$ cat config.mk
export PLATFORM = sky130hd
export DESIGN_NAME = vtg_ram
export DESIGN_NICKNAME = d
export VERILOG_FILES = /design/src/hw/rtl/vtg_ram.sv
export SDC_FILE = /design/constraint.sdc
export NUM_CORES = 1
export LEC_CHECK = 0
export BUFFER_PORTS_ARGS = -buffer_cell sky130_fd_sc_hd__buf_2
export CORE_MARGIN = 2
export CORE_UTILIZATION = 65
export CTS_CLUSTER_DIAMETER = 100
export DETAILED_ROUTE_END_ITERATION = 12
export GPL_TIMING_DRIVEN = 1
export PLACE_DENSITY = 0.84
export SLEW_MARGIN = 20
export SYNTH_ARGS = -nofsm -noshare
export SYNTH_HDL_FRONTEND = slang
export SYNTH_SLANG_ARGS = --single-unit
$ cat constraint.sdc
create_clock -name clk -period 3.1 [get_ports clk]
set_clock_uncertainty 0.05 [all_clocks]
set_input_delay 0.62 -clock clk [delete_from_list [all_inputs] [get_ports clk]]
set_output_delay 0.62 -clock clk [all_outputs]
set_load 0.01 [all_outputs]
$ cat src/hw/rtl/vtg_ram.sv
module vtg_ram #(
  parameter int WIDTH = 8,
  parameter int DEPTH = 16
) (
  input  logic                     clk,
  input  logic                     we,
  input  logic [$clog2(DEPTH)-1:0] waddr,
  input  logic [WIDTH-1:0]         wdata,
  input  logic [$clog2(DEPTH)-1:0] raddr,
  output logic [WIDTH-1:0]         rdata
);

  logic [WIDTH-1:0] mem [DEPTH];

  always_ff @(posedge clk) begin
    if (we) begin
      mem[waddr] <= wdata;
    end
    rdata <= mem[raddr];
  end

endmodule

==> impl.org, run 1 <==
** Critical path
- Sort of element at the start of the critical path :: input pin
- Flop2flop setup slack :: 1.64 ns
- For this run, the slowest stage of the critical path takes 0.57 ns.
- The critical path goes through buf_2 -> mux4_2 -> a22oi_1 -> nand2_1.
- Crit path kind :: in -> reg
- Kind of end point of the critical path :: flop
- The endpoint identified for the worst register-to-register timing path is rdata[5].
- For the worst setup path, the data arrival time is 2.00 ns.
- Tracing the worst setup path back leads to its startpoint at raddr[1].
- For the worst flop-to-flop path, the logic depth is 3.
- Largest fanout of any net on the critical path :: 32
- The slowest stage of the critical path belongs to the cell sky130_fd_sc_hd__buf_2.
- The critical path ends at rdata[7].
- Launch instance of the worst register-to-register path :: mem[3][5]
- At the worst endpoint, the required time is 3.44 ns.

** Drt
- Routed Antenna Nets :: 0
- In the routed design, unresolved DRC markers number 0.
- Via density :: 6.60
- Detailed routing placed a total of 966 um of wire on met3.
- Number of iterations in the first detailed-routing pass :: 4
- Top layer in use :: met4
- Detailed-routed wire length on met2 :: 5190 um
- After detailed routing, the average wire length per cell comes to 26.8 um.
- After detailed routing, the wire length on met1 is 4110 um.
- For this block, the via count after detailed routing is roughly 2600.
- For this block, the routed nets add up to 10500 um of wire.
- For this block, the initial DRC count from the detailed router was approximately 320.

** Logic synthesis
- After synthesis, the mean cell area works out to 22.5 um2.
- Synthesis handed over a netlist of ~230 instances.
- The synthesized netlist devotes 2.33% of its cell area to compound gates.
- Sequential cells were found to cover between 70% and 80% of the synthesized design area.
- Number of different library cells in the post-synthesis netlist :: 19
- Number of storage elements in the synthesis netlist :: 136
- Total of warnings raised by yosys :: 0
- Of the total synthesized cell area, the portion taken by full adders, half adders and majority gates is 0%.
- The number of nets in the synthesized netlist is 247.
- Combinational family with the most area after synthesis :: multiplexers
- The cell area that synthesis handed to floorplanning was 0.00515 mm2.
- Summing the areas of all xor and xnor instances in the mapped netlist gives 0% of the synthesized area.
- Portion of netlist area occupied by mux cells :: 15.0%
- Post-Synth Simple-Gate Area :: 3.18%

** Pwr
- Share of total power in sequential cells :: a little under 50%
- The analysis attributes to cell leakage a power of 2.06 nW.
- Net switching is 19.6% of the power.
- IR analysis of the VDD net gives a maximum drop of 0.496 mV.
- In this run the power density over the cells is 712 mW/mm2.
- Internal power :: around 3.5 mW
- Psw :: 0.844 mW
- Combinational logic is responsible for 4.5% of the overall power.
- The share of total power dissipated in the clock network is 47.4%.

** Place
- Routability-driven placement congestion ratio :: 0.756
- Detailed placement ended at an HPWL of 5970 um.
- Port buffering added 25 buffers.
- The number of placed instances, taps included, is 360.

** Final layout
- Fin util :: 78.6%
- For this run, the number of standard cells in the final layout without fillers is 392.
- In the final layout, the share of cells above drive strength 1 is 30.3%.
- Net total in the final layout :: ~300
- Relative to the synthesized area, the layout overhead comes to 17.4%.
- The number of antenna diodes in the final layout is 0.

** Global routing
- Via count of the first global-routing pass :: 2595
- Maximum number of pins on one net before global-route repair :: 33
- The first global-routing pass estimated 15400 um of wire.
- The number of antenna violations at the first check in global routing was 0.
- Leftover overflow at the end of global routing :: 0
- Global-route usage over all layers :: 26.6%

** CTS
- TritonCTS sink count :: roughly 140
- In this run, post-CTS hold repair placed 0 buffers.
- Post-CTS setup buffers :: 0
- Buffers from clock root to sink, at most :: 2
- TritonCTS clock tree :: done
- Depth of the CTS H-tree :: 4
- Count of instances resized after the clock tree is built :: 0
- Buffers inserted during clock tree synthesis total 17.
- Clock-pin slew was measured on the worst setup and hold paths at 0.06 ns.
- In this run the clock root is driven by a sky130_fd_sc_hd__clkbuf_8.
- Skew-Pair Late Insertion Delay :: roughly 0.52 ns

** Floorplanning
- Placeable core region :: 0.00769 mm2
- Vertical extent of the die :: 93.0 um
- The initial utilization of the core area, before any placement, comes to about 67%.
- The die is around 93 um wide.
- After floorplanning, the core was divided into 32 placement rows.
- The die covers 0.00865 mm2.
- 26 I/O pins were placed.

** STA
- Max frequency :: 600 MHz
- The max-slew violation total from the final report is 0.
- Relative slew slack :: 43.9%
- Hold Slack :: 0.424 ns
- After layout, the minimum clock period comes to 1.67 ns.
- Count of endpoints failing setup in the final report :: 0
- The number of hold violations in the final report came to 0.
- Setup repair after global routing left no endpoint under its margin.
- Summed over all failing endpoints, the final setup total negative slack is 0 ns.
- Share of the cycle needed by the critical path after routing :: 53.8%
- For the pin with the worst max-slew slack, the measured transition is 0.839 ns.

** Hold path
- Along the worst hold path, the cell count comes to 1.
- The tightest min-delay check is of the in -> reg type.
- Hold path start :: wdata[4]

** Job
- Max capacitance violation total :: 0

** Outcome
- Result of the run :: completed
placed cells by master, fill, tap and decap left out:
master	count
sky130_fd_sc_hd__buf_12	1
sky130_fd_sc_hd__nand3_1	1
sky130_fd_sc_hd__clkbuf_16	16
sky130_fd_sc_hd__clkbuf_8	2
sky130_fd_sc_hd__edfxtp_1	128
sky130_fd_sc_hd__a22oi_1	16
sky130_fd_sc_hd__nand2_1	9
sky130_fd_sc_hd__bufinv_16	4
sky130_fd_sc_hd__clkinvlp_4	3
sky130_fd_sc_hd__nor2_1	13
sky130_fd_sc_hd__nand3b_1	2
sky130_fd_sc_hd__or3b_2	1
sky130_fd_sc_hd__nor3_1	4
sky130_fd_sc_hd__buf_2	25
sky130_fd_sc_hd__nand2b_1	2
sky130_fd_sc_hd__clkbuf_1	2
sky130_fd_sc_hd__mux4_2	18
sky130_fd_sc_hd__and2b_1	1
sky130_fd_sc_hd__buf_4	13
sky130_fd_sc_hd__mux4_1	14
sky130_fd_sc_hd__nor2b_1	1
sky130_fd_sc_hd__clkinv_4	2
sky130_fd_sc_hd__dfxtp_1	8
sky130_fd_sc_hd__and2_1	1
sky130_fd_sc_hd__clkinv_2	3
worst min path at each step:
stage                  to
6_report        mem[9][4]
5_1_grt        mem[14][3]
4_1_cts         mem[7][3]
3_5_place_dp     rdata[5]
3_3_place_gp     rdata[5]
2_1_floorplan    rdata[0]
cells in the mapped netlist:
| library cell | count | area share [%] |
|---|---|---|
| sky130_fd_sc_hd__or3b_2 | 1 | 0.17 |
| sky130_fd_sc_hd__nor2b_1 | 1 | 0.12 |
| sky130_fd_sc_hd__nand3_1 | 1 | 0.097 |
| sky130_fd_sc_hd__a22oi_1 | 16 | 2.3 |
| sky130_fd_sc_hd__nand2b_1 | 2 | 0.24 |
| sky130_fd_sc_hd__and2b_1 | 1 | 0.15 |
| sky130_fd_sc_hd__mux4_1 | 14 | 7.1 |
| sky130_fd_sc_hd__clkdlybuf4s25_2 | 3 | 0.58 |
| sky130_fd_sc_hd__and2_1 | 1 | 0.12 |
| sky130_fd_sc_hd__buf_2 | 3 | 0.29 |
| sky130_fd_sc_hd__buf_4 | 1 | 0.15 |
| sky130_fd_sc_hd__nor3_1 | 4 | 0.39 |
| sky130_fd_sc_hd__nor2_1 | 13 | 0.95 |
| sky130_fd_sc_hd__edfxtp_1 | 128 | 75 |
| sky130_fd_sc_hd__buf_6 | 3 | 0.66 |
| sky130_fd_sc_hd__nand3b_1 | 2 | 0.29 |
| sky130_fd_sc_hd__nand2_1 | 9 | 0.66 |
| sky130_fd_sc_hd__dfxtp_1 | 8 | 3.1 |
| sky130_fd_sc_hd__mux4_2 | 18 | 7.9 |
logic make-up after synthesis:
kind of cell,after synthesis
compound gates,16
buf+inv,10
flops,136
mux,32
simple gates,35
registers in the layout (all words and copies together), names as in the netlist:
register  flops
mem         128
rdata         8
worst max-delay path: cells and delay by family:
kind | cells | cell delay, ns
compound gates | 1 | 0.28
mux | 1 | 0.42
simple gates | 1 | 0.12
buf+inv | 1 | 0.57
metrics by stage:
stage	total power, mW	cell area, um2	worst slack, ns
3_5_place_dp	2.30	5430	0.953
5_1_grt	4.40	6040	1.35
3_3_place_gp	2.28	5430	0.961
2_1_floorplan	2.21	5150	0.937
4_1_cts	4.32	6040	1.42
6_report	4.30	6040	1.43
power groups by stage:
stage / Clock [mW] / Combinational, mW / Sequential (mW)
4_1_cts: 2.05 / 0.193 / 2.07
3_5_place_dp: 0 / 0.188 / 2.11
6_report: 2.04 / 0.192 / 2.07
2_1_floorplan: 0 / 0.104 / 2.11
5_1_grt: 2.12 / 0.206 / 2.07
3_3_place_gp: 0 / 0.180 / 2.10
per-layer routing:
| metal | vias up | track usage (%) |
|---|---|---|
| met5 | - | 0 |
| met4 | 0 | 10.3 |
| met3 | 26 | 8.22 |
| met2 | 161 | 41.0 |
| met1 | 1329 | 36.8 |
| li1 | 1071 | - |
area by class of cell:
class	count	area, um2
timing repair buffer	39	243
multi-input combinational	83	1060
tap	102	128
sequential	136	4000
clock buffer	20	435
clock inverter	12	175
fill	400	1650
(Power assumes the default switching activity.)
==> run 2, diff against run 1 <==
Settings changed: CORE_UTILIZATION 65 to 60, PLACE_DENSITY 0.84 to 0.78.
Clock period 3.1 ns to 1.72 ns, I/O delays scaled along.
==> run 2 against run 1 <==
Sequential share of layout area shrank 1.2 points. Via count is 4.3% lower. Global-route usage is 3.5 points lower. Clock power is 78% higher. Sequential cell count stayed put. Critical path depth decreased by 1.
==> impl.org, run 2 (synthesis gave the netlist of run 1 again) <==
** Drt
- # DRC :: 0 (unchanged)
- The number of design-rule violations left by the first detailed-router iteration is 185 (-42%).
- The number of vias per cell after detailed routing is 6.11 (-7.4%).
- Overall via count from detail_route :: 2475 (-4.3%)
- Routed Antenna Nets :: 0 (unchanged)
- Number of iterations in the first detailed-routing pass :: 4 (unchanged)
- Wire length per cell after detailed routing :: 24.6 um (-8.5%)
- Wire length reported by the detailed router :: 9950 um (-5.4%)

** Critical path
- The critical path data arrival time is 1.85 ns (-0.15 ns).
- The number of buffer and inverter stages on the critical path is 0 (-1).
- Critical Path Slowest Stage Cell :: sky130_fd_sc_hd__mux4_2
- The largest incremental delay on the critical path is 0.49 ns (-0.08 ns).
- STA classifies the critical path endpoint as a flop.
- The critical path is of the reg -> reg type.
- Crit path cell chain :: mux4_2 -> a22oi_1 -> nand2_1
- Cell family contributing the most delay on the critical path :: multiplexers
- Instance count on the critical path :: 3 (-1)
- WP data required :: 2.05 ns (-1.39 ns)
- STA classifies the critical path startpoint as a flop.
- The worst reg-to-reg path cell count is 3 (unchanged).
- Largest fanout of any net on the critical path :: 1 (-97%)
- Flop2flop setup slack :: 0.20 ns (-1.44 ns)

** Final layout
- Area growth syn-to-layout :: 19.5%
- Sequential cell area in the final layout :: 0.00400 mm2 (unchanged)
- The post-route standard cell area excluding fillers came to 0.00615 mm2 (+1.8%).
- Fin util :: 74.5% (-4.1 points)
- The area of combinational cells with multiple inputs came to 0.00106 mm2 (+0.47%).
- The share of cells above drive strength 1 is 32.4% (+2.1 points).
- Most used cells in the layout excluding fill and tap cells :: sky130_fd_sc_hd__edfxtp_1, sky130_fd_sc_hd__buf_2, sky130_fd_sc_hd__buf_4
- Most common cell after layout, fill and taps aside :: sky130_fd_sc_hd__edfxtp_1
- Number of standard cells in the final layout excluding fillers :: 405 (+3.3%)
- The net count of the finished layout came to 304 (+3.1%).
- Flip-flop count of the largest register after layout :: 128 (unchanged)
- The register with the most flip-flops in the final layout is mem.
- Top Registers :: mem (128), rdata (8)
- The layout filler cell count came to 445 (+11%).

** Place
- Total half-perimeter wirelength after legalization and detailed placement :: 6230 um (+4.3%)
- Routability-driven placement congestion ratio :: 0.728 (-3.7%)
- The standard cell area after detailed placement was 0.00555 mm2 (+2.1%).
- The instance count after placement with tap cells included is 372 (+3.3%).
- IO buf count :: 25 (unchanged)

** CTS
- The quantity of hold-fixing buffers added after cts was 0 (unchanged).
- The tree is rooted in a sky130_fd_sc_hd__clkbuf_8.
- The clock-pin slew reported for the worst setup and hold paths after clock tree synthesis is 0.06 ns (about the same).
- Count of instances resized after the clock tree is built :: 0 (unchanged)
- Post-CTS setup buffers :: 0 (unchanged)
- TritonCTS clock tree :: done
- Skew-Pair Late Insertion Delay :: 0.51 ns (about the same)
- Buffers from clock root to sink, at most :: 2 (unchanged)
- The number of clock sinks was 136 (unchanged).
- Number of buffers created by CTS :: 17 (unchanged)
- The CTS H-tree depth came to 4 (unchanged).

** STA
- Count of endpoints failing setup in the final report :: 0 (unchanged)
- Worst Tran Pin Value :: 0.630 ns (-0.210 ns)
- Total count of max-transition violations in the final report :: 0 (unchanged)
- Final number of hold-violating endpoints :: 0 (unchanged)
- The relative max-transition margin is 57.9% (+14 points).
- Setup repair after global routing left no endpoint under its margin.
- The worst-case hold slack came to 0.166 ns (-0.258 ns).
- For this run, the top clock speed supported by timing is 660 MHz.
- The smallest clock period supported by the final layout is computed as 1.52 ns.
- Share of the cycle needed by the critical path after routing :: around nine tenths

** Hold path
- The worst hold path belongs to the class in -> reg.
- The count of cells along the worst hold path was 1 (unchanged).

** Floorplanning
- Overall die area :: 0.00934 mm2 (+8.0%)
- Placeable core region :: 0.00826 mm2 (+7.4%)
- The total number of placement rows came to 33 (+3.1%).
- Effective utilization at floorplan :: 62.3% (-4.6 points)
- The width of the die was 96.6 um (+3.9%).
- Vertical extent of the die :: 96.6 um (+3.9%)
- Top-level I/O count :: 26 (unchanged)

** Global routing
- The total overflow reported by the global router was 0 (unchanged).
- First-pass GRT wire length :: 15500 um (+0.58%)
- Maximum number of pins on one net before global-route repair :: 20 (-39%)
- The total track usage came to 23.1% (-3.5 points).
- The number of antenna violations at the first check in global routing came to 1 (+1).
- Via count of the first global-routing pass :: 2553 (-1.6%)

** Pwr
- The total power consumption of the routed design is 7.74 mW (+80%).
- The static leakage is 2.10 nW (+1.9%).
- The power density relative to cell area was 1260 mW/mm2 (+77%).
- Maximum vdd ir drop :: 0.706 mV (+42%)

** Job
- Max capacitance violation total :: 0 (unchanged)

** Outcome
- The run finished with clean final reports.
## run 2: final timing paths
check / from / to
setup / recovery: mem[9][0] / rdata[0]
hold / removal: wdata[2] / mem[7][2]
setup reg to reg: mem[9][0] / rdata[0]
hold reg to reg: mem[8][2] / rdata[2]
## run 2: power breakdown
part           switching [mW]  internal (mW)
sequential             0.0277           3.71
combinational           0.200          0.161
clock                    1.30           2.35
## run 2: cell type report
| cell class | instances | area share (%) |
|---|---|---|
| Sequential cell | 136 | 65.1 |
| Clock inverter | 12 | 2.89 |
| Multi-Input combinational cell | 83 | 17.3 |
| Antenna cell | 1 | 0.0407 |
| Clock buffer | 20 | 6.92 |
| Tap cell | 105 | 2.14 |
| Timing Repair Buffer | 48 | 5.66 |
## run 2: per-layer routing
layer / vias to the layer above / share of wire [%] / wire (um) / GRT usage (%)
met5: - / 0 / 0 / 0
met4: 0 / 0.65 / 65 / 6.83
met3: 6 / 7.5 / 749 / 6.94
met2: 118 / 51 / 5030 / 34.8
met1: 1264 / 41 / 4100 / 33.7
li1: 1087 / - / - / -
## run 2: per-stage QoR
step / TNS, ns / setup slack [ns]
CTS: 0 / 0.220
global placement: -0.0371 / -0.0202
detailed placement: -0.292 / -0.0993
finish: 0 / 0.204
floorplan: 0 / 0.0599
global route: 0 / 0.213
==> run 3, diff against run 2 <==
Settings changed: CTS_BUF_LIST set to sky130_fd_sc_hd__clkbuf_16, SLEW_MARGIN 20 to unset.
==> run 3 against run 2 <==
Global-route usage increased by 1.1 points. Maximum frequency is 4.4% lower. Worst setup slack lost 0.070 ns. Clock power up 3%. Total power grew 1.4%. Critical path type unchanged.
==> impl.org, run 3 (synthesis gave the netlist of run 1 again) <==
** Final layout
- Proportion of layout cells with a drive suffix above 1 :: 32.4% (unchanged)
- Largest register by flop count :: mem
- Number of standard cells in the final layout excluding fillers :: 405 (unchanged)
- Top Registers :: mem (128), rdata (8)
- The share of the core filled with cells in the final layout was 74.6% (+0.14 points).
- The top cell types in the final layout, fill and taps aside, are sky130_fd_sc_hd__edfxtp_1, sky130_fd_sc_hd__buf_2, sky130_fd_sc_hd__buf_4.
- Post-layout instance area :: 0.00616 mm2 (+0.18%)
- The net count of the finished layout is 304 (unchanged).
- Area growth syn-to-layout :: 19.7%
- The number of flip-flops in the largest register came to 128 (unchanged).
- Most common cell after layout, fill and taps aside :: sky130_fd_sc_hd__edfxtp_1

** CTS
- The clock-pin slew reported for the worst setup and hold paths after clock tree synthesis was 0.06 ns (about the same).
- The quantity of hold-fixing buffers added after cts is 0 (unchanged).
- Post-CTS setup buffers :: 0 (unchanged)
- The CTS H-tree depth came to 4 (unchanged).
- Number of buffers created by CTS :: 17 (unchanged)
- The clock insertion delay at the later pin of the skew report was 0.41 ns (-0.10 ns).
- Buffers from clock root to sink, at most :: 2 (unchanged)
- TritonCTS clock tree :: done
- Master cell of the clock root buffer :: sky130_fd_sc_hd__clkbuf_16
- The number of clock sinks is 136 (unchanged).
- The number of gates resized after CTS is 0 (unchanged).

** Global routing
- The number of antenna violations at the first check in global routing was 1 (unchanged).
- Maximum number of pins on one net before global-route repair :: 20 (unchanged)
- The total overflow reported by the global router was 0 (unchanged).
- The total track usage is 24.3% (+1.1 points).
- The via count of the first global-routing pass is 2638 (+3.3%).
- First-pass GRT wire length :: 16100 um (+4.1%)

** STA
- Max frequency :: 630 MHz (-4.4%)
- The clock period minus worst slack was 1.59 ns (+0.0703 ns).
- Worst Tran Pin Value :: 0.677 ns (+0.0477 ns)
- Setup repair after global routing left no endpoint under its margin.
- The relative max-transition margin is 54.7% (-3.2 points).
- The number of setup violations in the final report came to 0 (unchanged).
- The max-slew violation total from the final report came to 0 (unchanged).
- Post-route setup slack :: 0.134 ns (-0.0703 ns)
- Final number of hold-violating endpoints :: 0 (unchanged)
- The share of the clock period used by the worst path was 92.2% (+4.1 points).

** Drt
- Met1 WL :: 4210 um (+2.6%)
- Detailed-routed wire length on met2 :: 5370 um (+6.7%)
- The iteration count of the initial detailed-routing pass was 4 (unchanged).
- The detailed-route wire length per cell is 25.8 um (+4.8%).
- Overall via count from detail_route :: 2527 (+2.1%)
- The number of design-rule violations left by the first detailed-router iteration was 247 (+34%).
- # DRC :: 0 (unchanged)
- Routed Antenna Nets :: 0 (unchanged)
- Via density :: 6.24 (+2.1%)
- The length of routed met3 wiring was 784 um (+4.7%).
- The highest metal layer carrying signal wires in the routed design is met4.
- The routed wire length came to 10400 um (+4.8%).

** Pwr
- Power, Total :: 7.85 mW (+1.4%)
- Power per Cell Area :: 1270 mW/mm2 (+1.2%)
- Leakage dissipation :: 2.12 nW (+0.84%)
- Maximum vdd ir drop :: 0.699 mV (-0.94%)

** Place
- The final weighted congestion in routability-driven placement is 0.728 (unchanged).
- The number of I/O port buffers is 25 (unchanged).
- The post-placement setup slack was -0.0993 ns (unchanged).
- Total half-perimeter wirelength after legalization and detailed placement :: 6230 um (unchanged)
- Post-DP Area :: 0.00555 mm2 (unchanged)
- Placed cell count :: 372 (unchanged)

** Critical path
- The worst setup path is launched from a flop.
- Cell family contributing the most delay on the critical path :: multiplexers
- Instance count on the critical path :: 3 (unchanged)
- The critical path data arrival time came to 1.83 ns (-0.02 ns).
- Crit path cell chain :: mux4_1 -> a22oi_1 -> nand2_1
- The largest incremental delay on the critical path is 0.59 ns (+0.10 ns).
- Kind of end point of the critical path :: flop
- Largest fanout of any net on the critical path :: 1 (unchanged)
- WP buf/inv :: 0 (unchanged)
- The worst reg-to-reg path cell count came to 3 (unchanged).
- Crit path kind :: reg -> reg
- The worst path required time was 1.96 ns (-0.09 ns).
- The slowest stage of the critical path belongs to the cell sky130_fd_sc_hd__mux4_1.

** Floorplanning
- The initial cell density of the core was 62.3% (unchanged).
- The die area is 0.00934 mm2 (unchanged).
- The die height is 96.6 um (unchanged).
- The width of the die was 96.6 um (unchanged).
- Placeable core region :: 0.00826 mm2 (unchanged)
- Std-Cell Rows :: 33 (unchanged)
- The total I/O pin count came to 26 (unchanged).

** Hold path
- Path class of the lowest-slack min-delay path :: in -> reg
- Hold-critical path depth :: 1 (unchanged)

** Job
- Max capacitance violation total :: 0 (unchanged)

** Outcome
- The flow ran to the end, and the final reports show no timing, DRC or antenna violations.
[run 3: cell count changes in the layout (fill, tap and decap cells not counted), sizes merged]
cell,change
clkbuf,-3
inv,+3
[run 3: worst paths after layout]
path / start / endpoint / slack (ns)
worst min register to register: mem[4][3] / rdata[3] / 0.61
worst min-delay path: wdata[5] / mem[3][5] / 0.27
worst max register to register: mem[10][3] / rdata[3] / 0.13
worst max-delay path: mem[10][3] / rdata[3] / 0.13
[run 3: stage by stage]
step                hold WS [ns]  TNS [ns]
floorplan                  0.393         0
global placement           0.605   -0.0371
detailed placement         0.599    -0.292
CTS                        0.261         0
global route               0.268         0
finish                     0.269         0
[run 3: report_power, final]
group / internal, mW / leakage [nW] / switching [mW]
Clock: 2.40 / 0.287 / 1.35
Sequential: 3.71 / 1.22 / 0.0263
Combinational: 0.161 / 0.610 / 0.207
[run 3: layout make-up]
cell class / count / area, um2
Sequential cell: 136 / 4000
Tap cell: 105 / 131
Clock buffer: 17 / 425
Multi-Input combinational cell: 83 / 1060
Fill cell: 448 / 2100
Antenna cell: 1 / 2.50
Timing Repair Buffer: 48 / 348
Clock inverter: 15 / 189
[run 3: metal layers]
layer | up-vias | GRT usage [%]
li1 | 1086 | -
met1 | 1304 | 32.7
met2 | 131 | 38.3
met3 | 6 | 7.59
met4 | 0 | 8.45
met5 | - | 0
