File: src/hw/rtl/vtg_pkg.sv
package vtg_pkg;

  localparam int IDX_W  = 10;
  localparam int POS_W  = 24;
  localparam int NRM_W  = 16;
  localparam int UV_W   = 16;
  localparam int SUM_W  = 40;
  localparam int OUT_W  = 16;
  // shared divider: |numerator| << 13 over |det|, or |rejection| << 14 over len
  localparam int DVD_W  = 55;
  localparam int DVS_W  = 35;
  // square root unit
  localparam int SQ_W   = 63;
  localparam int ROOT_W = 32;

  typedef logic [1:0] op_t;
  localparam op_t OP_LOAD = 2'd0;
  localparam op_t OP_TRI  = 2'd1;
  localparam op_t OP_READ = 2'd2;

  typedef struct packed {
    logic signed [POS_W-1:0] pos_x;
    logic signed [POS_W-1:0] pos_y;
    logic signed [POS_W-1:0] pos_z;
    logic signed [NRM_W-1:0] nrm_z;
    logic signed [NRM_W-1:0] nrm_y;
    logic signed [NRM_W-1:0] nrm_x;
    logic signed [UV_W-1:0]  tex_v;
    logic signed [UV_W-1:0]  tex_u;
  } attr_t;

  typedef struct packed {
    logic signed [SUM_W-1:0] tan_x;
    logic signed [SUM_W-1:0] tan_y;
    logic signed [SUM_W-1:0] tan_z;
    logic signed [SUM_W-1:0] bit_x;
    logic signed [SUM_W-1:0] bit_y;
    logic signed [SUM_W-1:0] bit_z;
  } sums_t;

  typedef struct packed {
    logic             start;
    logic [DVD_W-1:0] dividend;
    logic [DVS_W-1:0] divisor;
  } div_req_t;

  typedef struct packed {
    logic            start;
    logic [SQ_W-1:0] radicand;
  } sq_req_t;

  localparam logic signed [SUM_W-1:0] SUM_MAX = {1'b0, {(SUM_W-1){1'b1}}};
  localparam logic signed [SUM_W-1:0] SUM_MIN = {1'b1, {(SUM_W-1){1'b0}}};

  function automatic logic signed [SUM_W-1:0] sat_add(input logic signed [SUM_W-1:0] a,
                                                      input logic signed [SUM_W-1:0] b);
    logic [SUM_W:0] s;
    s = {a[SUM_W-1], a} + {b[SUM_W-1], b};
    if (s[SUM_W] != s[SUM_W-1]) begin
      return s[SUM_W] ? SUM_MIN : SUM_MAX;
    end
    return s[SUM_W-1:0];
  endfunction

  // signed saturation of a magnitude quotient
  function automatic logic signed [SUM_W-1:0] sat_quot(input logic [DVD_W-1:0] q,
                                                       input logic neg);
    logic [DVD_W-1:0] lim;
    lim = {{(DVD_W-SUM_W+1){1'b0}}, {(SUM_W-1){1'b1}}};
    if (neg) begin
      lim = lim + 1'b1;
    end
    if (q > lim) begin
      return neg ? SUM_MIN : SUM_MAX;
    end
    return neg ? -q[SUM_W-1:0] : q[SUM_W-1:0];
  endfunction

endpackage

File: src/hw/rtl/vtg_div.sv
module vtg_div (
  input  logic                     clk,
  input  logic                     rst,
  input  vtg_pkg::div_req_t        req,
  output logic                     done,
  output logic [vtg_pkg::DVD_W-1:0] quot
);
  import vtg_pkg::*;

  localparam int CNT_W = $clog2(DVD_W + 1);

  logic [DVS_W-1:0] rem;
  logic [DVS_W-1:0] dvs;
  logic [DVD_W-1:0] dq;
  logic [CNT_W-1:0] cnt;
  logic             running;
  logic [DVS_W:0]   sh;
  logic [DVS_W:0]   diff;
  logic             ge;

  // restoring division, one quotient bit per cycle
  always_comb begin
    sh   = {rem, dq[DVD_W-1]};
    diff = sh - {1'b0, dvs};
    ge   = sh >= {1'b0, dvs};
  end

  always_ff @(posedge clk) begin
    if (rst) begin
      running <= 1'b0;
      done    <= 1'b0;
    end else begin
      done <= 1'b0;
      if (req.start) begin
        running <= 1'b1;
        cnt     <= '0;
        rem     <= '0;
        dq      <= req.dividend;
        dvs     <= req.divisor;
      end else if (running) begin
        rem <= ge ? diff[DVS_W-1:0] : sh[DVS_W-1:0];
        dq  <= {dq[DVD_W-2:0], ge};
        cnt <= cnt + 1'b1;
        if (cnt == CNT_W'(DVD_W - 1)) begin
          running <= 1'b0;
          done    <= 1'b1;
        end
      end
    end
  end

  assign quot = dq;

endmodule

File: config.mk
export PLATFORM = sky130hd
export DESIGN_NAME = vtg_div
export DESIGN_NICKNAME = d
export VERILOG_FILES = /design/src/hw/rtl/vtg_pkg.sv /design/src/hw/rtl/vtg_div.sv
export SDC_FILE = /design/constraint.sdc
export NUM_CORES = 1
export LEC_CHECK = 0
export ABC_CLOCK_PERIOD_IN_PS = 13000
export BUFFER_PORTS_ARGS = -buffer_cell sky130_fd_sc_hd__buf_4
export CAP_MARGIN = 20
export CORE_ASPECT_RATIO = 1.75
export CORE_MARGIN = 8
export CORE_UTILIZATION = 55
export DETAILED_ROUTE_END_ITERATION = 6
export GPL_TIMING_DRIVEN = 0
export PLACE_DENSITY = 0.8
export RECOVER_POWER = 50
export SETUP_SLACK_MARGIN = 0.2
export SLEW_MARGIN = 40
export SYNTH_ARGS = -nofsm -noshare
export SYNTH_HDL_FRONTEND = slang
export SYNTH_SLANG_ARGS = --single-unit
File: constraint.sdc
create_clock -name clk -period 13 [get_ports clk]
set_input_delay 2.6 -clock clk [delete_from_list [all_inputs] [get_ports clk]]
set_output_delay 2.6 -clock clk [all_outputs]
set_load 0.02 [all_outputs]
==> results of run 1 <==
cell type report:
type | count | area, um2
fill | 971 | 4080
sequential | 133 | 3970
multi-input combinational | 403 | 3120
timing repair buffer | 154 | 953
clock buffer | 18 | 429
tap | 174 | 218
clock inverter | 14 | 165
inverter | 41 | 154
buffer | 31 | 144
sequential cells by signal, indices dropped and copies added (netlist names):
signal   flops
dvs         35
quot        55
done         1
cnt          6
rem         35
running      1
cells by family (layout without fill, tap and decap cells):
group | Yosys count | in the layout | synth area share, %
xor+xnor | 35 | 35 | 4.15
fa+ha+maj | 38 | 38 | 6.53
compound gates | 107 | 107 | 10.5
buf+inv | 72 | 258 | 4.03
simple gates | 135 | 135 | 8.24
flops | 133 | 133 | 53.7
mux | 88 | 88 | 12.8
metal layers:
metal  track usage [%]  part of all wire [%]  vias to the layer above
met1              20.0                    35                     2632
li1                  -                     -                     2578
met5                 0                     0                        -
met3              9.35                   9.8                       36
met4              8.87                   2.5                        0
met2              39.5                    53                      234
worst reg2reg max path, delay by kind of cell, from the launching register on:
kind | cells | cell delay (ns)
simple gates | 2 | 0.24
fa+ha+maj | 2 | 0.66
buf+inv | 2 | 0.27
compound gates | 6 | 1.19
flops | 1 | 0.40
mux | 1 | 0.20
worst max path at each step:
stage	start	to	slack, ns
global placement	req[90]	rem[10]$_SDFFCE_PP0P_	3.63
floorplan	req[90]	cnt[0]$_SDFFCE_PP0P_	5.48
global route	req[90]	dvs[10]$_DFFE_PP_	8.09
finish	req[90]	rem[24]$_SDFFCE_PP0P_	8.28
CTS	req[90]	rem[4]$_SDFFCE_PP0P_	8.99
detailed placement	req[90]	rem[3]$_SDFFCE_PP0P_	8.61
synth_stat cells, types with 2 or more instances:
master / count / share of area (%)
a211oi_1: 2 / 0.20
a21boi_0: 3 / 0.30
a21o_1: 16 / 1.6
a21oi_1: 32 / 2.2
a31oi_1: 4 / 0.34
a31oi_2: 2 / 0.34
a41oi_1: 3 / 0.36
and2_1: 2 / 0.17
and3_1: 2 / 0.17
buf_1: 2 / 0.10
buf_6: 3 / 0.46
clkbuf_1: 24 / 1.2
dfxtp_1: 2 / 0.54
edfxtp_1: 131 / 53
ha_1: 37 / 6.3
inv_1: 41 / 2.1
mux2_2: 54 / 8.2
mux2i_1: 34 / 4.6
nand2_1: 29 / 1.5
nand3_1: 11 / 0.74
nand4_1: 10 / 0.85
nor2_1: 59 / 3.0
nor2b_1: 8 / 0.68
nor3_1: 7 / 0.47
nor4b_1: 2 / 0.24
o211ai_1: 3 / 0.30
o21a_1: 6 / 0.61
o21ai_0: 8 / 0.54
o21ai_1: 4 / 0.27
o21ai_4: 3 / 0.66
o21bai_1: 3 / 0.30
o22ai_1: 2 / 0.17
or2_1: 2 / 0.17
xnor2_1: 24 / 2.8
xor2_1: 11 / 1.3
cells in the final DEF, fill, tap and decap left out, types with 4 or more instances in the layout:
cell          n
edfxtp_1    131
clkbuf_1     85
nor2_1       59
buf_4        57
mux2_2       54
inv_1        41
ha_1         37
clkbuf_4     35
mux2i_1      34
a21oi_1      32
nand2_1      29
xnor2_1      24
clkbuf_16    17
a21o_1       16
xor2_1       11
nand3_1      11
nand4_1      10
nor2b_1       8
o21ai_0       8
nor3_1        7
o21a_1        6
inv_6         5
a31oi_1       4
o21ai_1       4
clkinvlp_4    4
where the power goes:
part,total [mW],switching (mW),leakage (nW),internal (mW)
Combinational,0.337,0.191,2.16,0.146
Sequential,0.536,0.0180,1.27,0.518
Clock,0.492,0.204,0.278,0.288
==> flow_summary.yaml, run 1 <==
outcome:
  status: "finished clean"
floorplan:
  die_w_um: 104
  io_pins: 149
  rows: 56
  dieArea_mm2: 0.0176
  start_util_pct: 55.8
  core_area_mm2: 0.0132
  die_height_um: 169
placement:
  place.gp.congestion: 0.913
  dp_slack_ns: 8.61
  dp_cells: 936
  dp_hpwl_um: 14200
  io_buffers: 147
  placed_area_mm2: 0.00885
timing:
  fin_crit_sh_pct: 36.3
  tightest_slew_ns: 1.06
  max_freq_mhz: 212
  finalSetupTns_ns: 0
  finalCriticalPeriod_ns: 4.72
  hold_slack_ns: 0.514
  fin_skew_ns: 0.0181
  rsz0062_at_grt: "no"
  setup_violations: 0
  max_slew_margin_pct: 29.1
  finalHoldViolCount: 0
  setup_ws_ns: 8.28
  drv_slew: 0
global_routing:
  antenna_found_initial: 0
  grt_overflow_total: 0
  grt_pass1_vias: 6087
  grt_pass1_wl_um: 30100
  grt_max_degree: 22
  track_usage_pct: 21.4
worst_setup_path:
  endpoint_kind: "flop"
  worstPathMaxFanout: 21
  slowest_delay_ns: 0.74
  cp.arrival_ns: 4.83
  r2r_end: "rem[29]$_SDFFCE_PP0P_"
  r2r_start: "quot[54]$_DFFE_PP_"
  cpMaxStageDelayCell: "clkbuf_1"
  cp.depth: 5
  critPathLaunchType: "input pin"
  required_ns: 13.11
  r2r_cells: 13
  path_class: "input pin to flop"
  crit_family: "buffers and inverters"
  rrSetupSlack_ns: 9.77
  cp_num_buf_inv: 3
  crit_chain: "clkbuf_1 -> nor2_1 -> nor2_1 -> clkbuf_1 -> buf_8"
synth:
  syn_area_mm2: 0.00739
  synth_cell_types: 57
  synthArstFlopShare_pct: 0
  yosys_register_bits: 133
  synth_seq_area_share_pct: 53.7
  syn_area_per_cell_um2: 12.2
  synthCells: 608
  synthesis.nets: 739
  synthFlopType: "edfxtp_1"
  synth-edff-count: 131
  ys_warn_count: 0
drt:
  routed_wl_um: 18700
  antenna_left: 0
  post_drt_wl_per_cell_um: 19.3
  dr.pass1.iters: 5
  vias_per_cell: 5.66
  num_vias: 5480
  first_iter_violations: 323
  drcViolationCount: 0
cells_and_area:
  diodes: 0
  fin_util_pct: 69.2
  areaGrowthSynthToFinish_pct: 23.9
  fin_cells: 968
  layout-drive-gt1-share_pct: 24.3
  nNetsFinal: 912
  finish.instance_area_mm2: 0.00916
pwr:
  power.leakage_nw: 3.71
  power_mw: 1.36
  powerDensity_mw_per_mm2: 149
  peakVddDrop_uv: 90.0
clock_network:
  cts_sinks: 133
  postCtsHoldBufs: 0
  cts_setup_buffers: 0
  cts_buffers: 17
  cts_resized: 0
  cts_tree: "built"
  clk_latency_ns: 0.42
  root_buffer: "clkbuf_16"
  htreeDepth: 4
  clkTransAtPathRegs_ns: 0.06
  clockBufferDepth: 2
worst_hold_path:
  holdPathEnd: "done$_SDFF_PP0_"
  hold_path.startpoint: "running$_SDFF_PP0_"
  hp-class: "flop to flop"
  holdPathStages: 1
flow_run:
  cap_violations: 0
Note: power is estimated with default switching activity, not from simulation.
==> inputs of run 2 (changes only) <==
--- a/config.mk
+++ b/config.mk
@@ -5,15 +5,16 @@
 export SDC_FILE = /design/constraint.sdc
 export NUM_CORES = 1
 export LEC_CHECK = 0
-export ABC_CLOCK_PERIOD_IN_PS = 13000
+export ABC_AREA = 1
+export ABC_CLOCK_PERIOD_IN_PS = 4200
 export BUFFER_PORTS_ARGS = -buffer_cell sky130_fd_sc_hd__buf_4
 export CAP_MARGIN = 20
 export CORE_ASPECT_RATIO = 1.75
 export CORE_MARGIN = 8
-export CORE_UTILIZATION = 55
+export CORE_UTILIZATION = 52
 export DETAILED_ROUTE_END_ITERATION = 6
 export GPL_TIMING_DRIVEN = 0
-export PLACE_DENSITY = 0.8
+export PLACE_DENSITY = 0.78
 export RECOVER_POWER = 50
 export SETUP_SLACK_MARGIN = 0.2
 export SLEW_MARGIN = 40
==> constraint.sdc (replaced) <==
create_clock -name clk -period 4.2 [get_ports clk]
set_input_delay 0.84 -clock clk [delete_from_list [all_inputs] [get_ports clk]]
set_output_delay 0.84 -clock clk [all_outputs]
set_load 0.02 [all_outputs]
==> run 2 against run 1 <==
Global-route usage grew 1.1 points. Largest power group unchanged. Sequential power grew to 3.1 times the previous value. Sequential cell count did not move. Largest cell class unchanged. Cell area grew 14%. Die area increased by 19%. Final cell count up 52%. Clock-buffer cell count is 2 higher. Via count up 33%.
==> flow_summary.yaml, run 2 <==
global_routing:
  grt_pass1_wl_um: 36400
  antenna_found_initial: 0
  track_usage_pct: 22.5
  grt_max_degree: 19
  grt_pass1_vias: 7754
  grt_overflow_total: 0
drt:
  routed_wl_um: 22300
  dr.pass1.iters: 5
  antenna_left: 0
  first_iter_violations: 343
  num_vias: 7313
  post_drt_wl_per_cell_um: 15.2
  vias_per_cell: 4.98
  drcViolationCount: 0
pwr:
  peakVddDrop_uv: 418
  power.net_switching_mw: 1.42
  p_comb_share_pct: 27.3
  seqPwrFrac_pct: 37.4
  p_sw_share_pct: 31.8
  power.leakage_nw: 5.22
  pwr-share-clk_pct: 35.3
  p_int_mw: 3.05
  powerDensity_mw_per_mm2: 430
worst_hold_path:
  hp-class: "flop to flop"
cells_and_area:
  fillers: 1463
  fin_util_pct: 64.3
  largest_register_ff_count: 55
  nNetsFinal: 1394
  layout_commonest_cell: "nand2_1"
  diodes: 0
  areaGrowthSynthToFinish_pct: 22.6
  layout_common_cells: "nand2_1 (463), inv_1 (176), edfxtp_1 (131)"
  layout-drive-gt1-share_pct: 16.1
  fin_cells: 1468
worst_setup_path:
  r2r_end: "rem[26]$_SDFFCE_PP0P_"
  path_class: "input pin to flop"
  r2r_start: "quot[54]$_DFFE_PP_"
  worstPathMaxFanout: 14
  rrSetupSlack_ns: 1.24
  r2r_cells: 16
  endpoint: "quot[13]$_DFFE_PP_"
  endpoint_kind: "flop"
  critPathLaunchType: "input pin"
  crit_start: "req[90]"
  required_ns: 4.34
  cp.arrival_ns: 3.30
synth:
  synthCells: 1089
  yosysMostFrequentCell: "nand2_1"
  syn_area_mm2: 0.00851
  ys_warn_count: 0
  synth_cell_types: 36
  synth_top_area_share_pct: 46.2
  synth_seq_area_share_pct: 46.7
  syn_area_per_cell_um2: 7.81
  yosys_register_bits: 133
  yosys-top-cells-count: "nand2_1 (462), inv_1 (176), edfxtp_1 (131), nor2_1 (81), ha_1 (37)"
  yosys.area.top_type: "edfxtp_1"
  synthArstFlopShare_pct: 0
  synthesis.nets: 1220
  yosys-top-cells-area: "edfxtp_1 (46%), nand2_1 (20%), inv_1 (7.8%)"
  synthFlopType: "edfxtp_1"
  synth-edff-count: 131
timing:
  max_slew_margin_pct: 58.2
  fin_skew_ns: 0.0102
  finalHoldViolCount: 0
  max_freq_mhz: 316
  fin_crit_sh_pct: 75.3
  setup_violations: 0
  tightest_slew_ns: 0.625
  drv_slew: 0
  rsz0062_at_grt: "no"
  finalCriticalPeriod_ns: 3.16
floorplan:
  core_area_mm2: 0.0162
  die_w_um: 113
  die_height_um: 185
  dieArea_mm2: 0.0209
  io_pins: 149
  start_util_pct: 52.5
  rows: 62
clock_network:
  clkTransAtPathRegs_ns: 0.06
  postCtsHoldBufs: 0
  htreeDepth: 4
  cts_setup_buffers: 0
  clk_latency_ns: 0.43
  cts_tree: "built"
  cts_sinks: 133
  root_buffer: "clkbuf_16"
  clockBufferDepth: 2
  cts_resized: 0
  cts_buffers: 17
placement:
  place.gp.congestion: 0.943
  dp_hpwl_um: 17900
  io_buffers: 147
  dp_cells: 1436
outcome:
  status: "finished clean"
flow_run:
  cap_violations: 0
==> run 2: changes by cell type after synthesis, moves of 9 or more <==
| cell | before | now |
|---|---|---|
| inv_1 | 41 | 176 |
| nor2_1 | 59 | 81 |
| nand2_1 | 29 | 462 |
| nand4_1 | 10 | 1 |
| mux2_2 | 54 | 0 |
| nand3b_1 | 0 | 10 |
| mux2i_1 | 34 | 0 |
| o21bai_2 | 0 | 18 |
| nor2_2 | 0 | 35 |
| xnor2_1 | 24 | 3 |
| a21o_1 | 16 | 1 |
| nand3_1 | 11 | 23 |
==> run 2: cell families (layout without fill, tap and decap cells) <==
family / after synthesis / count (layout) / synth area share (%)
adders and majority gates: 38 / 38 / 5.68
xor gates and xnor gates: 18 / 18 / 1.85
AOI/OAI and AO/OA: 55 / 55 / 4.71
DFF: 133 / 133 / 46.7
and+or+nand+nor: 641 / 641 / 31.2
buffers and inverters: 204 / 391 / 9.87
==> run 2: layer usage <==
metal  share of wire (%)  GRT usage, %  up-vias
li1                    -             -     3722
met1                  35          20.4     3348
met2                  55          43.1      195
met3                 6.3          7.12       48
met4                 3.6          11.9        0
met5                   0             0        -
==> run 2: area by class of cell <==
| cell class | count | area (um2) | area share [%] |
|---|---|---|---|
| Multi-Input combinational cell | 752 | 3710 | 35.6 |
| Inverter | 180 | 676 | 6.48 |
| Timing Repair Buffer | 155 | 1050 | 10.0 |
| Buffer | 24 | 163 | 1.56 |
| Sequential cell | 133 | 3970 | 38.1 |
| Clock inverter | 12 | 180 | 1.73 |
| Clock buffer | 20 | 437 | 4.19 |
| Tap cell | 192 | 240 | 2.30 |
==> run 2: power groups by stage <==
stage               Clock [mW]  Combinational, mW  Sequential [mW]
floorplan                    0              0.821             1.74
global placement             0               1.21             1.71
detailed placement           0               1.26             1.70
CTS                       1.60               1.26             1.68
global route              1.64               1.37             1.69
finish                    1.58               1.22             1.68
==> run 2: worst max-delay path, stage by stage <==
cell and delay [ns]:
clkbuf_1 0.43, inv_1 0.14, clkbuf_1 0.28, clkbuf_1 0.35, a21oi_4 0.50, buf_6 0.24
buf_8 0.17, buf_8 0.18, buf_8 0.16
==> run 2: through the flow <==
| step | area [um2] | total power [mW] | setup TNS [ns] | hold WS, ns | setup WS (ns) |
|---|---|---|---|---|---|
| 5_1_grt | 10400 | 4.71 | 0 | 0.570 | 0.785 |
| 2_1_floorplan | 8520 | 2.56 | 0 | 0.571 | 0.544 |
| 4_1_cts | 10600 | 4.54 | 0 | 0.538 | 0.985 |
| 3_5_place_dp | 10000 | 2.96 | 0 | 0.528 | 0.497 |
| 6_report | 10400 | 4.48 | 0 | 0.535 | 1.04 |
| 3_3_place_gp | 9860 | 2.92 | -101.38 | 0.522 | -0.781 |
==> run 2: how the worst min path moves through the flow <==
| stage | from | to | slack [ns] | depth (start not counted) |
|---|---|---|---|---|
| 2_1_floorplan | rem[18]$_SDFFCE_PP0P_ | rem[19]$_SDFFCE_PP0P_ | 0.57 | 2 |
| 3_3_place_gp | quot[48]$_DFFE_PP_ | quot[49]$_DFFE_PP_ | 0.52 | 2 |
| 3_5_place_dp | quot[39]$_DFFE_PP_ | quot[40]$_DFFE_PP_ | 0.53 | 2 |
| 4_1_cts | quot[47]$_DFFE_PP_ | quot[48]$_DFFE_PP_ | 0.54 | 2 |
| 5_1_grt | quot[47]$_DFFE_PP_ | quot[48]$_DFFE_PP_ | 0.57 | 2 |
| 6_report | quot[47]$_DFFE_PP_ | quot[48]$_DFFE_PP_ | 0.53 | 2 |
==> inputs of run 3 (changes only) <==
--- a/config.mk
+++ b/config.mk
@@ -6,15 +6,15 @@
 export NUM_CORES = 1
 export LEC_CHECK = 0
 export ABC_AREA = 1
-export ABC_CLOCK_PERIOD_IN_PS = 4200
+export ABC_CLOCK_PERIOD_IN_PS = 3000
 export BUFFER_PORTS_ARGS = -buffer_cell sky130_fd_sc_hd__buf_4
 export CAP_MARGIN = 20
 export CORE_ASPECT_RATIO = 1.75
 export CORE_MARGIN = 8
-export CORE_UTILIZATION = 52
+export CORE_UTILIZATION = 55
 export DETAILED_ROUTE_END_ITERATION = 6
 export GPL_TIMING_DRIVEN = 0
-export PLACE_DENSITY = 0.78
+export PLACE_DENSITY = 0.79
 export RECOVER_POWER = 50
 export SETUP_SLACK_MARGIN = 0.2
 export SLEW_MARGIN = 40
==> constraint.sdc (replaced) <==
create_clock -name clk -period 3 [get_ports clk]
set_input_delay 0.6 -clock clk [delete_from_list [all_inputs] [get_ports clk]]
set_output_delay 0.6 -clock clk [all_outputs]
set_load 0.02 [all_outputs]
==> run 3 against run 2 <==
Hold slack got worse by 0.17 ns. Setup slack worse by 0.72 ns. Global-route usage up 1.2 points. Sequential power up 40%. Cell area up 0.67%. Wire length increased by 1.3%. Non-clock buffer count did not move. Sequential share of layout area down 0.25 points. Sequential cell count is the same. First-iteration DRC count is 14% lower. Via count is 0.44% higher. Largest cell class unchanged.
==> flow_summary.yaml, run 3 (synthesis results as in run 2) <==
outcome:
  status: "finished clean"
cells_and_area:
  fin_util_pct: 68.9
  nNetsFinal: 1394
  largest_register_ff_count: 55
  diodes: 0
  fin_cells: 1462
  areaGrowthSynthToFinish_pct: 23.4
  finish.instance_area_mm2: 0.0105
  layout-drive-gt1-share_pct: 18.7
  layout_commonest_cell: "nand2_1"
  layout_common_cells: "nand2_1 (462), inv_1 (175), edfxtp_1 (131)"
timing:
  rsz0062_at_grt: "no"
  max_freq_mhz: 372
  finalHoldViolCount: 0
  fin_skew_ns: 0.0155
  tightest_slew_ns: 1.20
  max_slew_margin_pct: 20.3
  finalCriticalPeriod_ns: 2.69
  setup_violations: 0
  fin_crit_sh_pct: 89.5
  drv_slew: 0
worst_setup_path:
  r2r_cells: 16
  crit_start: "req[90]"
  critPathLaunchType: "input pin"
  cp.arrival_ns: 2.81
  rrSetupSlack_ns: 0.41
  required_ns: 3.12
  path_class: "input pin to flop"
  worstPathMaxFanout: 18
  r2r_start: "quot[54]$_DFFE_PP_"
  endpoint_kind: "flop"
drt:
  post_drt_wl_per_cell_um: 15.4
  first_iter_violations: 295
  antenna_left: 0
  drcViolationCount: 0
  vias_per_cell: 5.02
  dr.pass1.iters: 5
  num_vias: 7345
  routed_wl_um: 22600
pwr:
  powerDensity_mw_per_mm2: 594
  peakVddDrop_uv: 330
  power.leakage_nw: 5.30
clock_network:
  cts_sinks: 133
  htreeDepth: 4
  cts_buffers: 17
  clk_latency_ns: 0.43
  clockBufferDepth: 2
  cts_resized: 0
  postCtsHoldBufs: 0
  cts_setup_buffers: 0
  root_buffer: "clkbuf_16"
  clkTransAtPathRegs_ns: 0.07
  cts_tree: "built"
floorplan:
  die_w_um: 110
  core_area_mm2: 0.0152
  dieArea_mm2: 0.0199
  io_pins: 149
  rows: 60
  die_height_um: 181
  start_util_pct: 55.8
worst_hold_path:
  hp-class: "input pin to flop"
  hold_path.startpoint: "req[5]"
  holdPathStages: 1
placement:
  io_buffers: 147
  placed_area_mm2: 0.0100
  dp_hpwl_um: 18000
  place.gp.congestion: 0.959
  dp_cells: 1430
global_routing:
  grt_pass1_wl_um: 36600
  track_usage_pct: 23.7
  antenna_found_initial: 0
  grt_pass1_vias: 7682
  grt_overflow_total: 0
  grt_max_degree: 19
flow_run:
  cap_violations: 0
-- run 3: changes by cell type in the layout (fill, tap and decap cells not counted), sizes merged --
cell and change:
buf +27, bufinv -2, clkbuf -29, clkinv -3, clkinvlp +1, inv +6
-- run 3: area by class of cell --
class,instances,area [um2]
buffer,24,188
multi-input combinational,752,3720
timing repair buffer,155,1120
fill,1327,4740
clock inverter,14,165
clock buffer,18,429
sequential,133,3970
inverter,180,677
tap,186,233
-- run 3: worst paths after layout --
check / to
worst max register to register: rem[26]$_SDFFCE_PP0P_
worst max-delay path: dvs[15]$_DFFE_PP_
worst min-delay path: dvs[5]$_DFFE_PP_
worst min register to register: quot[29]$_DFFE_PP_
-- run 3: critical path: stages --
cell and delay (ns):
clkbuf_16 0.13, clkinvlp_2 0.13, clkbuf_1 0.27, clkbuf_1 0.35, nor2_4 0.16, clkbuf_1 0.89
buf_16 0.25
-- run 3: metrics by stage --
| stage | TNS, ns | worst slack [ns] | power, mW | hold slack, ns |
|---|---|---|---|---|
| after floorplan | -7.46 | -0.0777 | 3.59 | 0.568 |
| after global placement | -115.30 | -0.939 | 4.09 | 0.520 |
| after detailed placement | 0 | 0.314 | 4.15 | 0.529 |
| after CTS | 0 | 0.279 | 6.30 | 0.334 |
| after global routing | 0 | 0.155 | 6.55 | 0.352 |
| final | 0 | 0.314 | 6.24 | 0.364 |
-- run 3: power by group --
part / internal, mW / switching [mW]
logic: 0.648 / 1.09
clock network: 1.25 / 0.899
registers: 2.26 / 0.0915
total: 4.16 / 2.08
-- run 3: per-layer routing --
layer  routed length [um]  share of wire, %  vias up  GRT usage [%]
met4                  902               4.0        0           11.8
met3                 1360               6.0       62           7.02
met5                    0                 0        -              0
li1                     -                 -     3726              -
met1                 8040                36     3348           22.7
met2                12300                54      209           43.2
